<file path="src/rtl/core/int_alu_parity_prime_core_macros.svh">
// Assertion macros shared by the integer ALU core files.
`ifndef INT_ALU_PARITY_PRIME_CORE_MACROS_SVH
`define INT_ALU_PARITY_PRIME_CORE_MACROS_SVH
`ifndef SYNTH
`define IAP_ASSERT_NOW(label, ante, cons) \
  label: assert property (@(posedge clk) disable iff (!rst_n) (ante) |-> (cons)) \
    else $error("assertion failed");
`define IAP_ASSERT_NEXT(label, ante, cons) \
  label: assert property (@(posedge clk) disable iff (!rst_n) (ante) |=> (cons)) \
    else $error("assertion failed");
`else
`define IAP_ASSERT_NOW(label, ante, cons)
`define IAP_ASSERT_NEXT(label, ante, cons)
`endif
`endif

</file>
<file path="src/rtl/core/iap_pkg.sv">
// Package with types, codes and constants of the integer ALU core.
package iap_pkg;

  localparam int DATA_W = 32;
  localparam int CNT_W  = $clog2(DATA_W);

  localparam logic [DATA_W-1:0] INT_MAX = {1'b0, {(DATA_W-1){1'b1}}};

  localparam logic [1:0] FUNC_ARITH  = 2'd0;
  localparam logic [1:0] FUNC_PARITY = 2'd1;

  localparam logic [2:0] OP_ADD = 3'd0;
  localparam logic [2:0] OP_SUB = 3'd1;
  localparam logic [2:0] OP_MUL = 3'd2;
  localparam logic [2:0] OP_DIV = 3'd3;

  typedef struct packed {
    logic [1:0]               func;
    logic [2:0]               op_code;
    logic signed [DATA_W-1:0] operand_a;
    logic signed [DATA_W-1:0] operand_b;
  } in_t;

  typedef struct packed {
    logic signed [DATA_W-1:0] result;
    logic                     invalid_op;
  } out_t;

  typedef struct packed {
    logic              start;
    logic [DATA_W-1:0] dividend;
    logic [DATA_W-1:0] divisor;
  } div_req_t;

  typedef struct packed {
    logic              done;
    logic [DATA_W-1:0] quotient;
    logic [DATA_W-1:0] remainder;
  } div_rsp_t;

  typedef enum logic [2:0] {
    ST_IDLE,
    ST_EXEC,
    ST_DIV,
    ST_PRIME,
    ST_LOAD
  } state_t;

endpackage

</file>
<file path="src/rtl/core/int_alu_parity_prime_core.sv">
// Integer ALU with parity and trial-division primality test over one shared serial divider.
// Add, subtract, multiply and parity pass through the EXEC and LOAD states from input beat to result beat.
// Division waits in the DIV state for the divider, which resolves one quotient bit per cycle.
// A primality test runs one divider pass per trial divisor, up to sqrt(n) trials.
// One request is in flight at a time; the next beat is taken once the result is queued.
// Reset is synchronous and active low; it clears the sequencer and the last result to zero.
`include "int_alu_parity_prime_core_macros.svh"

module int_alu_parity_prime_core (
  input  logic          clk,
  input  logic          rst_n,
  input  logic          in_valid,
  output logic          in_ready,
  input  iap_pkg::in_t  in_data,
  output logic          out_valid,
  input  logic          out_ready,
  output iap_pkg::out_t out_data
);

  localparam int W = iap_pkg::DATA_W;

  iap_pkg::state_t   state_r, state_nxt;
  iap_pkg::in_t      req_r;
  iap_pkg::out_t     out_data_r;
  iap_pkg::div_req_t div_req;
  iap_pkg::div_rsp_t div_rsp;
  logic              out_valid_r;
  logic [W-1:0]      res_r, res_nxt;
  logic              inv_r, inv_nxt;
  logic [W-1:0]      i_r, i_nxt;
  logic [W-1:0]      last_result_r;
  logic [W-1:0]      mag_a, mag_b, prod;
  logic              exec_div, exec_prime, prime_stop, load_out;

  iap_divider u_divider (
    .clk   (clk),
    .rst_n (rst_n),
    .req   (div_req),
    .rsp   (div_rsp)
  );

  always_comb begin
    mag_a      = req_r.operand_a[W-1] ? (~req_r.operand_a + 1'b1) : req_r.operand_a;
    mag_b      = req_r.operand_b[W-1] ? (~req_r.operand_b + 1'b1) : req_r.operand_b;
    prod       = req_r.operand_a * req_r.operand_b;
    exec_div   = (req_r.func == iap_pkg::FUNC_ARITH) && (req_r.op_code == iap_pkg::OP_DIV)
                 && (req_r.operand_b != '0);
    exec_prime = (req_r.func != iap_pkg::FUNC_ARITH) && (req_r.func != iap_pkg::FUNC_PARITY)
                 && !req_r.operand_a[W-1] && (req_r.operand_a[W-1:1] != '0);
    prime_stop = div_rsp.done
                 && ((i_r > div_rsp.quotient) || (div_rsp.remainder == '0));
    load_out   = (state_r == iap_pkg::ST_LOAD) && (!out_valid_r || out_ready);
  end

  always_comb begin
    res_nxt = res_r;
    inv_nxt = inv_r;
    i_nxt   = i_r;
    unique case (state_r)
      iap_pkg::ST_EXEC: begin
        inv_nxt = 1'b0;
        i_nxt   = W'(2);
        case (req_r.func)
          iap_pkg::FUNC_ARITH: begin
            case (req_r.op_code)
              iap_pkg::OP_ADD: res_nxt = req_r.operand_a + req_r.operand_b;
              iap_pkg::OP_SUB: res_nxt = req_r.operand_a - req_r.operand_b;
              iap_pkg::OP_MUL: res_nxt = prod;
              iap_pkg::OP_DIV: res_nxt = iap_pkg::INT_MAX;
              default: begin
                res_nxt = last_result_r;
                inv_nxt = 1'b1;
              end
            endcase
          end
          iap_pkg::FUNC_PARITY: res_nxt = W'(!req_r.operand_a[0]);
          default:              res_nxt = '0;
        endcase
      end
      iap_pkg::ST_DIV: begin
        if (div_rsp.done) begin
          res_nxt = (req_r.operand_a[W-1] ^ req_r.operand_b[W-1])
                    ? (~div_rsp.quotient + 1'b1) : div_rsp.quotient;
        end
      end
      iap_pkg::ST_PRIME: begin
        if (div_rsp.done) begin
          if (i_r > div_rsp.quotient) begin
            res_nxt = W'(1);
          end else if (div_rsp.remainder == '0) begin
            res_nxt = '0;
          end else begin
            i_nxt = i_r + 1'b1;
          end
        end
      end
      default: begin
        res_nxt = res_r;
      end
    endcase
  end

  always_comb begin
    state_nxt = state_r;
    unique case (state_r)
      iap_pkg::ST_IDLE: begin
        if (in_valid) state_nxt = iap_pkg::ST_EXEC;
      end
      iap_pkg::ST_EXEC: begin
        if (exec_div) begin
          state_nxt = iap_pkg::ST_DIV;
        end else if (exec_prime) begin
          state_nxt = iap_pkg::ST_PRIME;
        end else begin
          state_nxt = iap_pkg::ST_LOAD;
        end
      end
      iap_pkg::ST_DIV: begin
        if (div_rsp.done) state_nxt = iap_pkg::ST_LOAD;
      end
      iap_pkg::ST_PRIME: begin
        if (prime_stop) state_nxt = iap_pkg::ST_LOAD;
      end
      iap_pkg::ST_LOAD: begin
        if (load_out) state_nxt = iap_pkg::ST_IDLE;
      end
      default: state_nxt = iap_pkg::ST_IDLE;
    endcase
  end

  always_comb begin
    in_ready         = 1'b0;
    div_req.start    = 1'b0;
    div_req.dividend = mag_a;
    div_req.divisor  = mag_b;
    unique case (state_r)
      iap_pkg::ST_IDLE: in_ready = 1'b1;
      iap_pkg::ST_EXEC: begin
        if (exec_div) begin
          div_req.start = 1'b1;
        end else if (exec_prime) begin
          div_req.start   = 1'b1;
          div_req.divisor = W'(2);
        end
      end
      iap_pkg::ST_PRIME: begin
        div_req.start   = div_rsp.done && !prime_stop;
        div_req.divisor = i_r + 1'b1;
      end
      default: in_ready = 1'b0;
    endcase
  end

  always_ff @(posedge clk) begin
    if (!rst_n) begin
      state_r       <= iap_pkg::ST_IDLE;
      out_valid_r   <= 1'b0;
      last_result_r <= '0;
    end else begin
      state_r <= state_nxt;
      if (load_out) begin
        out_valid_r <= 1'b1;
        if (!inv_r) last_result_r <= res_r;
      end else if (out_ready) begin
        out_valid_r <= 1'b0;
      end
    end
    if (in_valid && in_ready) req_r <= in_data;
    res_r <= res_nxt;
    inv_r <= inv_nxt;
    i_r   <= i_nxt;
    if (load_out) begin
      out_data_r.result     <= res_r;
      out_data_r.invalid_op <= inv_r;
    end
  end

  assign out_valid = out_valid_r;
  assign out_data  = out_data_r;

  `IAP_ASSERT_NEXT(a_accept_exec, in_valid && in_ready, state_r == iap_pkg::ST_EXEC)
  `IAP_ASSERT_NOW(a_invalid_repeats, load_out && inv_r, res_r == last_result_r)
  `IAP_ASSERT_NOW(a_div_owner, div_rsp.done, state_r == iap_pkg::ST_DIV || state_r == iap_pkg::ST_PRIME)
  `IAP_ASSERT_NEXT(a_load_valid, load_out, out_valid_r && state_r == iap_pkg::ST_IDLE)

endmodule

</file>
<file path="src/rtl/core/iap_divider.sv">
// Unsigned restoring divider that produces one quotient bit per cycle.
`include "int_alu_parity_prime_core_macros.svh"

module iap_divider (
  input  logic              clk,
  input  logic              rst_n,
  input  iap_pkg::div_req_t req,
  output iap_pkg::div_rsp_t rsp
);

  localparam int W = iap_pkg::DATA_W;

  logic                         busy_r, busy_nxt;
  logic                         done_r, done_nxt;
  logic [iap_pkg::CNT_W-1:0]    cnt_r, cnt_nxt;
  logic [W-1:0]                 rem_r, rem_nxt;
  logic [W-1:0]                 quo_r, quo_nxt;
  logic [W-1:0]                 dvsr_r, dvsr_nxt;
  logic [W:0]                   shifted;
  logic [W+1:0]                 diff;

  always_comb begin
    shifted  = {rem_r, quo_r[W-1]};
    diff     = {1'b0, shifted} - {2'b00, dvsr_r};
    busy_nxt = busy_r;
    done_nxt = 1'b0;
    cnt_nxt  = cnt_r;
    rem_nxt  = rem_r;
    quo_nxt  = quo_r;
    dvsr_nxt = dvsr_r;
    if (req.start) begin
      busy_nxt = 1'b1;
      cnt_nxt  = '0;
      rem_nxt  = '0;
      quo_nxt  = req.dividend;
      dvsr_nxt = req.divisor;
    end else if (busy_r) begin
      if (!diff[W+1]) begin
        rem_nxt = diff[W-1:0];
        quo_nxt = {quo_r[W-2:0], 1'b1};
      end else begin
        rem_nxt = shifted[W-1:0];
        quo_nxt = {quo_r[W-2:0], 1'b0};
      end
      cnt_nxt = cnt_r + 1'b1;
      if (cnt_r == iap_pkg::CNT_W'(W - 1)) begin
        busy_nxt = 1'b0;
        done_nxt = 1'b1;
      end
    end
  end

  always_ff @(posedge clk) begin
    if (!rst_n) begin
      busy_r <= 1'b0;
      done_r <= 1'b0;
      cnt_r  <= '0;
    end else begin
      busy_r <= busy_nxt;
      done_r <= done_nxt;
      cnt_r  <= cnt_nxt;
    end
    rem_r  <= rem_nxt;
    quo_r  <= quo_nxt;
    dvsr_r <= dvsr_nxt;
  end

  assign rsp.done      = done_r;
  assign rsp.quotient  = quo_r;
  assign rsp.remainder = rem_r;

  `IAP_ASSERT_NOW(a_start_when_free, req.start, !busy_r)
  `IAP_ASSERT_NOW(a_done_not_busy, done_r, !busy_r)
  `IAP_ASSERT_NEXT(a_start_busy, req.start, busy_r && !done_r)

endmodule
</file>
<file path="config.mk">
export PLATFORM = sky130hd
export DESIGN_NAME = int_alu_parity_prime_core
export DESIGN_NICKNAME = d
export VERILOG_FILES = /design/src/rtl/core/iap_pkg.sv /design/src/rtl/core/int_alu_parity_prime_core.sv /design/src/rtl/core/iap_divider.sv
export VERILOG_INCLUDE_DIRS = /design/src /design/src/rtl/core
export SDC_FILE = /design/constraint.sdc
export NUM_CORES = 2
export LEC_CHECK = 0
export BUFFER_PORTS_ARGS = -buffer_cell sky130_fd_sc_hd__buf_2
export CELL_PAD_IN_SITES_DETAIL_PLACEMENT = 0
export CELL_PAD_IN_SITES_GLOBAL_PLACEMENT = 1
export CORE_AREA = 2 2 202 353
export CTS_BUF_LIST = sky130_fd_sc_hd__clkbuf_8 sky130_fd_sc_hd__clkbuf_16
export DETAILED_ROUTE_END_ITERATION = 8
export DIE_AREA = 0 0 204 355
export PLACE_DENSITY_LB_ADDON = 0.08
export SYNTH_ARGS = -nofsm -noshare
export SYNTH_HDL_FRONTEND = slang
export SYNTH_SLANG_ARGS = --single-unit
export TNS_END_PERCENT = 100
</file>
<file path="constraint.sdc">
create_clock -name clk -period 9.5 [get_ports clk]
set_input_delay 1.425 -clock clk [delete_from_list [all_inputs] [get_ports clk]]
set_output_delay 1.425 -clock clk [all_outputs]
set_load 0.02 [all_outputs]
</file>
# After elaboration in Yosys (flattened, before gate mapping)
# Index checks and enable logic that the tools add are counted.
[classes]
mux = 39
n_mul = 1
order_cmp = 1
n_reduce_logical = 33
addsub = 8
n_eq_ne = 18
shifts = 0
div_mod_pow = 0
n_bitwise = 7
[ops]
columns = ["op", "count"]
rows = [
  ["32-bit two-way mux", 15],
  ["32-bit case mux with 2 select lines", 3],
  ["32-bit by 1-bit adder with 32-bit output, second input constant", 4],
  ["32-bit case mux with 4 select lines", 1],
  ["32-bit inverter", 3],
  ["32-bit case mux with 3 select lines", 1],
  ["33-bit by 32-bit subtractor with 34-bit output", 1],
  ["32-bit adder", 1],
  ["32-bit > comparator", 1],
  ["32-bit zero test", 1],
  ["32-bit by 32-bit multiplier with 32-bit output", 1],
  ["32-bit nonzero test", 1],
  ["32-bit subtractor", 1],
  ["31-bit nonzero test", 1],
  ["3-bit two-way mux", 6],
  ["3-bit case mux with 5 select lines", 1],
  ["3-bit by 2-bit equality test with 1-bit output, second input constant", 4],
  ["4-bit AND reduction", 3],
  ["1-bit two-way mux", 11],
  ["2-bit != test, second input constant", 5],
  ["1-bit logical AND", 9],
  ["2-bit nonzero test", 4],
  ["3-bit by 1-bit equality test with 1-bit output, second input constant", 2],
  ["3-bit zero test", 2],
  ["17 further kinds", 25],
]
[word_totals]
input_bits = 73
romBits = 0
elab_cells = 125
latch_bits = 0
reg_bits = 306
output_inout_bits = 35
mem_bits_rw = 0
n_memories = 0

# Longest topological paths before layout
[depth]
depth_word = 8
depth_mapped = 29
ltp_nobuf = 26

# Cells and area by module
# From an unflattened synthesis, not the netlist that was laid out.
[hier_totals]
cells_unflattened = 3793
area_unflattened_um2 = 35454.0
[by_module_without_submodules]
columns = ["mod", "cells_per_inst", "n_inst", "area_each_um2", "seq_area_each_um2"]
rows = [
  ["int_alu_parity_prime_core", 3229, 1, 29529.6, 5735.5],
  ["iap_divider", 564, 1, 5924.4, 2702.6],
]

# Least setup slack after synthesis
# No wires, ideal clock.
[synth_path]
path_type = "reg2reg"
start = "reg req_r[4] (netlist name)"
end = "reg res_r[29] (data pin)"
path_slack_ns = 2.080
stages_incl_launch_ff = 27
path_buffers = 2
setup_ns = 0.268
t_arrival_ns = 7.151
required_time_ns = 9.232
cell_sequence = "edfxtp_1 clkbuf_1 buf_1 and2_1 fa_1 fa_1 inv_1 fa_1 fa_1 inv_1 fa_1 inv_1 fa_1 inv_1 fa_1 fa_1 ha_1 a21o_1 a221o_1 a2111oi_0 o41ai_1 inv_1 o311ai_0 xnor2_1 nor3_1 a211oi_1 o22ai_1"
[synth_between]
elab_chain_len = 4
[synth_lines]
columns = ["element", "line_no", "source"]
rows = [
  ["start, declared", "int_alu_parity_prime_core.sv:23", "iap_pkg::in_t req_r;"],
  ["start signal, assigned", "int_alu_parity_prime_core.sv:168", "if (in_valid && in_ready) req_r <= in_data;"],
  ["32-bit by 32-bit multiplier with 32-bit output, or another cell as far along", "int_alu_parity_prime_core.sv:45", "prod = req_r.operand_a * req_r.operand_b;"],
  ["32-bit case mux with 4 select lines *", "int_alu_parity_prime_core.sv:65", "case (req_r.op_code)"],
  ["32-bit case mux with 2 select lines *", "int_alu_parity_prime_core.sv:63", "case (req_r.func)"],
  ["32-bit case mux with 3 select lines *", "int_alu_parity_prime_core.sv:59", "unique case (state_r)"],
  ["named net res_nxt[29]", "int_alu_parity_prime_core.sv:28", "logic [W-1:0] res_r, res_nxt;"],
  ["end signal, assigned", "int_alu_parity_prime_core.sv:169", "res_r <= res_nxt;"],
  ["end, declared", "int_alu_parity_prime_core.sv:28", ""],
]
# Mark *: on every way through the listed nets, which the timed path passes. The rest lies on a longest branch.
# A chain may end at the register's enable or synchronous reset.

# Worst setup path after layout
[layout_path]
start = "reg req_r[0] (netlist name)"
end = "reg res_r[31] (data pin)"
# Same word-level chain as after synthesis.

==> summary by stage <==
Clock network
The CTS tree is done. After clock tree synthesis, the clock-pin slew on the worst setup and hold paths is 0.07 ns. CTS placed an instance of clkbuf_16 at the clock tree root. The maximum number of buffers from clock root to sink is 3. The total of hold buffers inserted after clock tree synthesis is 0. The post-CTS setup repair buffer count is 0. In this run, post-CTS repair resized a total of 0 instances. In this run the number of H-tree levels came out at 2. The number of sinks driven by the clock tree is 306. The number of clock buffers added by TritonCTS is 35. Clock latency on the worst-skew pair, taken at its later pin, is 0.61 ns.

STA
The sum of negative setup slack is 0 ns. The highest clock rate is 0.119 GHz. At the pin with the least slew margin, the transition time is 1.21 ns. The setup-violating endpoint count in the final report is 0.

The number of max-slew violations in the final report is 0. The clock arrives with 0.0488 ns of skew. Setup repair after global routing left no endpoint under its margin. The final critical path takes up 88.4% of the cycle. The smallest clock period supported by the final layout is computed as 8.40 ns.

The final number of hold-violating endpoints came to 0. The relative slew slack is 17.5%.

Logic synthesis
The sequential element share of the synthesized area is 24.0%. Sorting the synthesized cells by area gives the leading types as fa_1 23%, edfxtp_1 20%, ha_1 9.0%. The number of warnings printed during yosys synthesis is 0. The post-synth net total is 4483. For this run, the leading register cell type out of synthesis is edfxtp_1. The average instance in the mapped netlist occupies 9.37 um^2. The proportion of netlist area held by the largest area contributor is 23.4%. The count of flip-flops with a built-in enable after synthesis is 231.

The cell type with the highest aggregate area in the netlist is fa_1. The share of flip-flops with an asynchronous set or reset after synthesis is 0%. Synthesis handed over a netlist of 3747 instances.

The mapped netlist covers 35100 um^2. After synthesis the netlist holds a flip-flop and latch count of 306. The number of different library cells used by synthesis comes to 87.

GRT
Global routing used 33.6% of the available tracks across all layers. The global-route wire length before repair is 180 mm. The global route total overflow is 0. The via count of the first global-routing pass is 29.6k. The number of antenna violations at the first check in global routing is 5. The largest net degree at the start of global routing is 67.

Critical path
The maximum fanout along the worst path is 21. Among the stages of the critical path, the cell type that occurs most often is fa_1. The largest individual stage delay along the critical path comes from the cell edfxtp_1. For the worst flop-to-flop path, the logic depth is 26.

The delay of the slowest cell on the worst path is 0.94 ns. The sort of element at the start of the critical path is a register. Data on the critical path arrives at its endpoint at 8.71 ns.

The critical path endpoint category is a register. The worst setup path is of the reg -> reg kind. At the worst endpoint, the required time is 9.81 ns.

Detailed routing
The initial detailed-routing violation count is 1970. Once detail routing completed, the nets flagged for antenna violations numbered 0. For this run, the detailed router's first-pass iteration total came to 8. The routed via count is 27.5k. The average wire per standard cell is 25.4 um.

The number of design rule violations left after detail routing is 0. The routed design has 119 mm of wire. The number of vias per cell is 5.84.

Outcome
The flow ran to the end, and the final reports show no timing, DRC or antenna violations.

Min path
The tightest min-delay check is of the reg -> reg type. The worst hold path passes through 0 cells.

Die
The I/O pin count is 108. The floorplan step defined a die boundary enclosing 72400 um^2. For this configuration, the core starts out at a cell density of 50.5%.

The height of the die is 355 um. The floorplan step defined a core boundary enclosing 69500 um^2. The width of the chip is 204 um. After floorplanning, the core was divided into 128 placement rows.

Final layout
The final layout net count is 4494. The area added between synthesis and finish is 7.68%. The post-route netlist has 7.45% of its cells at a drive strength greater than 1.

Placement
Routability-driven placement finished with a final weighted congestion of 0.989. The count of buffers from port buffering is 107. The final HPWL from detailed placement is 93.5 mm.

Job
Max-cap violations in this run came to 0.
## cells in the final DEF, fill, tap and decap left out, types with 25 or more instances in the layout
cell and n:
and2_1 342, xor2_1 136, a21o_1 40, edfxtp_1 231, nand2b_1 25, ha_1 253
buf_4 68, dfxtp_1 74, xnor2_1 145, nor2_1 154, or3_1 26, inv_1 524
nand2_1 417, nor3_1 46, buf_2 107, fa_1 410, a211oi_1 36, mux2i_1 54
clkbuf_16 35, a21oi_1 127, o22ai_1 55, nand3_1 27, o21ai_0 111
## stage by stage
step,setup WS [ns],std cells,area [um^2],util (%),hold WS [ns]
floorplan,2.08,3747,35100,-,0.426
global placement,1.31,4631,36500,52.5,0.438
detailed placement,1.14,4631,36500,52.5,0.437
CTS,1.11,4695,37800,54.4,0.454
global route,0.745,4696,37800,54.4,0.460
finish,1.10,4701,37800,54.4,0.455
## synth_stat cells (6+ instances only)
cell type    n
inv_1      521
nand2_1    418
fa_1       410
and2_1     343
ha_1       253
edfxtp_1   231
clkbuf_1   172
nor2_1     155
xnor2_1    145
xor2_1     136
a21oi_1    129
o21ai_0    111
dfxtp_1     75
o22ai_1     55
mux2i_1     54
nor3_1      47
a21o_1      40
a211oi_1    36
nand3_1     27
or3_1       26
nand2b_1    25
nor2b_1     24
o31ai_1     23
nand4_1     21
o21a_1      20
a31oi_1     17
nor4_1      17
and3_1      14
o211ai_1    13
or4_1       12
a2111oi_0   11
buf_1       10
o41ai_1     10
buf_6        9
o21bai_1     9
o221ai_1     9
or2_2        8
a22oi_1      7
buf_2        7
a211o_1      6
a311oi_1     6
a41oi_1      6
nor3_2       6
## per-layer routing
layer  wire, um  GRT usage, %  up-vias  part of all wire [%]
met5          0             0        -                     0
met4       9980          23.8        0                   8.4
met3       5410          4.10      392                   4.5
met2      61800          60.5      965                    52
met1      42200          36.4    13800                    35
li1           -             -    12300                     -
## critical path: cells and delay by family (launching register included)
| family | cells | cell delay, ns |
|---|---|---|
| fa+ha+maj | 9 | 3.64 |
| compound gates | 8 | 2.29 |
| flops | 1 | 0.94 |
| buf+inv | 6 | 0.73 |
| simple gates | 2 | 0.34 |
| xor+xnor | 1 | 0.16 |
## cells by family (layout without fill, tap and decap cells)
group	after synthesis	count (layout)	share of synthesized area [%]
AND/OR/NAND/NOR	1167	1167	16.8
buffers and inverters	724	762	7.99
adder cells (fa/ha/maj)	663	663	32.4
AO/OA/AOI/OAI	548	548	10.1
flip-flops	306	306	24.0
XOR/XNOR	282	282	7.06
multiplexers	57	57	1.64
other	0	6	0
## area by class of cell
type / count / area (um^2)
Timing Repair Buffer: 175 / 1050
Tap cell: 910 / 1140
Inverter: 523 / 1960
Clock inverter: 28 / 385
Clock buffer: 36 / 890
Fill cell: 6488 / 31700
Multi-Input combinational cell: 2717 / 23900
Sequential cell: 306 / 8440
Antenna cell: 6 / 15.0
## sequential cells by signal, indices dropped and copies added (netlist names), 3 cells and up
| register | count |
|---|---|
| i_r | 32 |
| u_divider.cnt_r | 5 |
| out_data | 33 |
| u_divider.dvsr_r | 32 |
| state_r | 3 |
| last_result_r | 32 |
| req_r | 69 |
| u_divider.rem_r | 32 |
| res_r | 32 |
| u_divider.quo_r | 32 |
## worst paths after layout
path	from	end	slack, ns
max	req_r[0]$_DFFE_PP_	res_r[31]$_DFFE_PP_	1.10
max reg2reg	req_r[0]$_DFFE_PP_	res_r[31]$_DFFE_PP_	1.10
min	res_r[3]$_DFFE_PP_	out_data[4]$_DFFE_PP_	0.45
min reg2reg	res_r[3]$_DFFE_PP_	out_data[4]$_DFFE_PP_	0.45
Power is left out: the tool's default activity adds up to more than one toggle a clock period on the data nets, which glitch-free logic cannot reach.
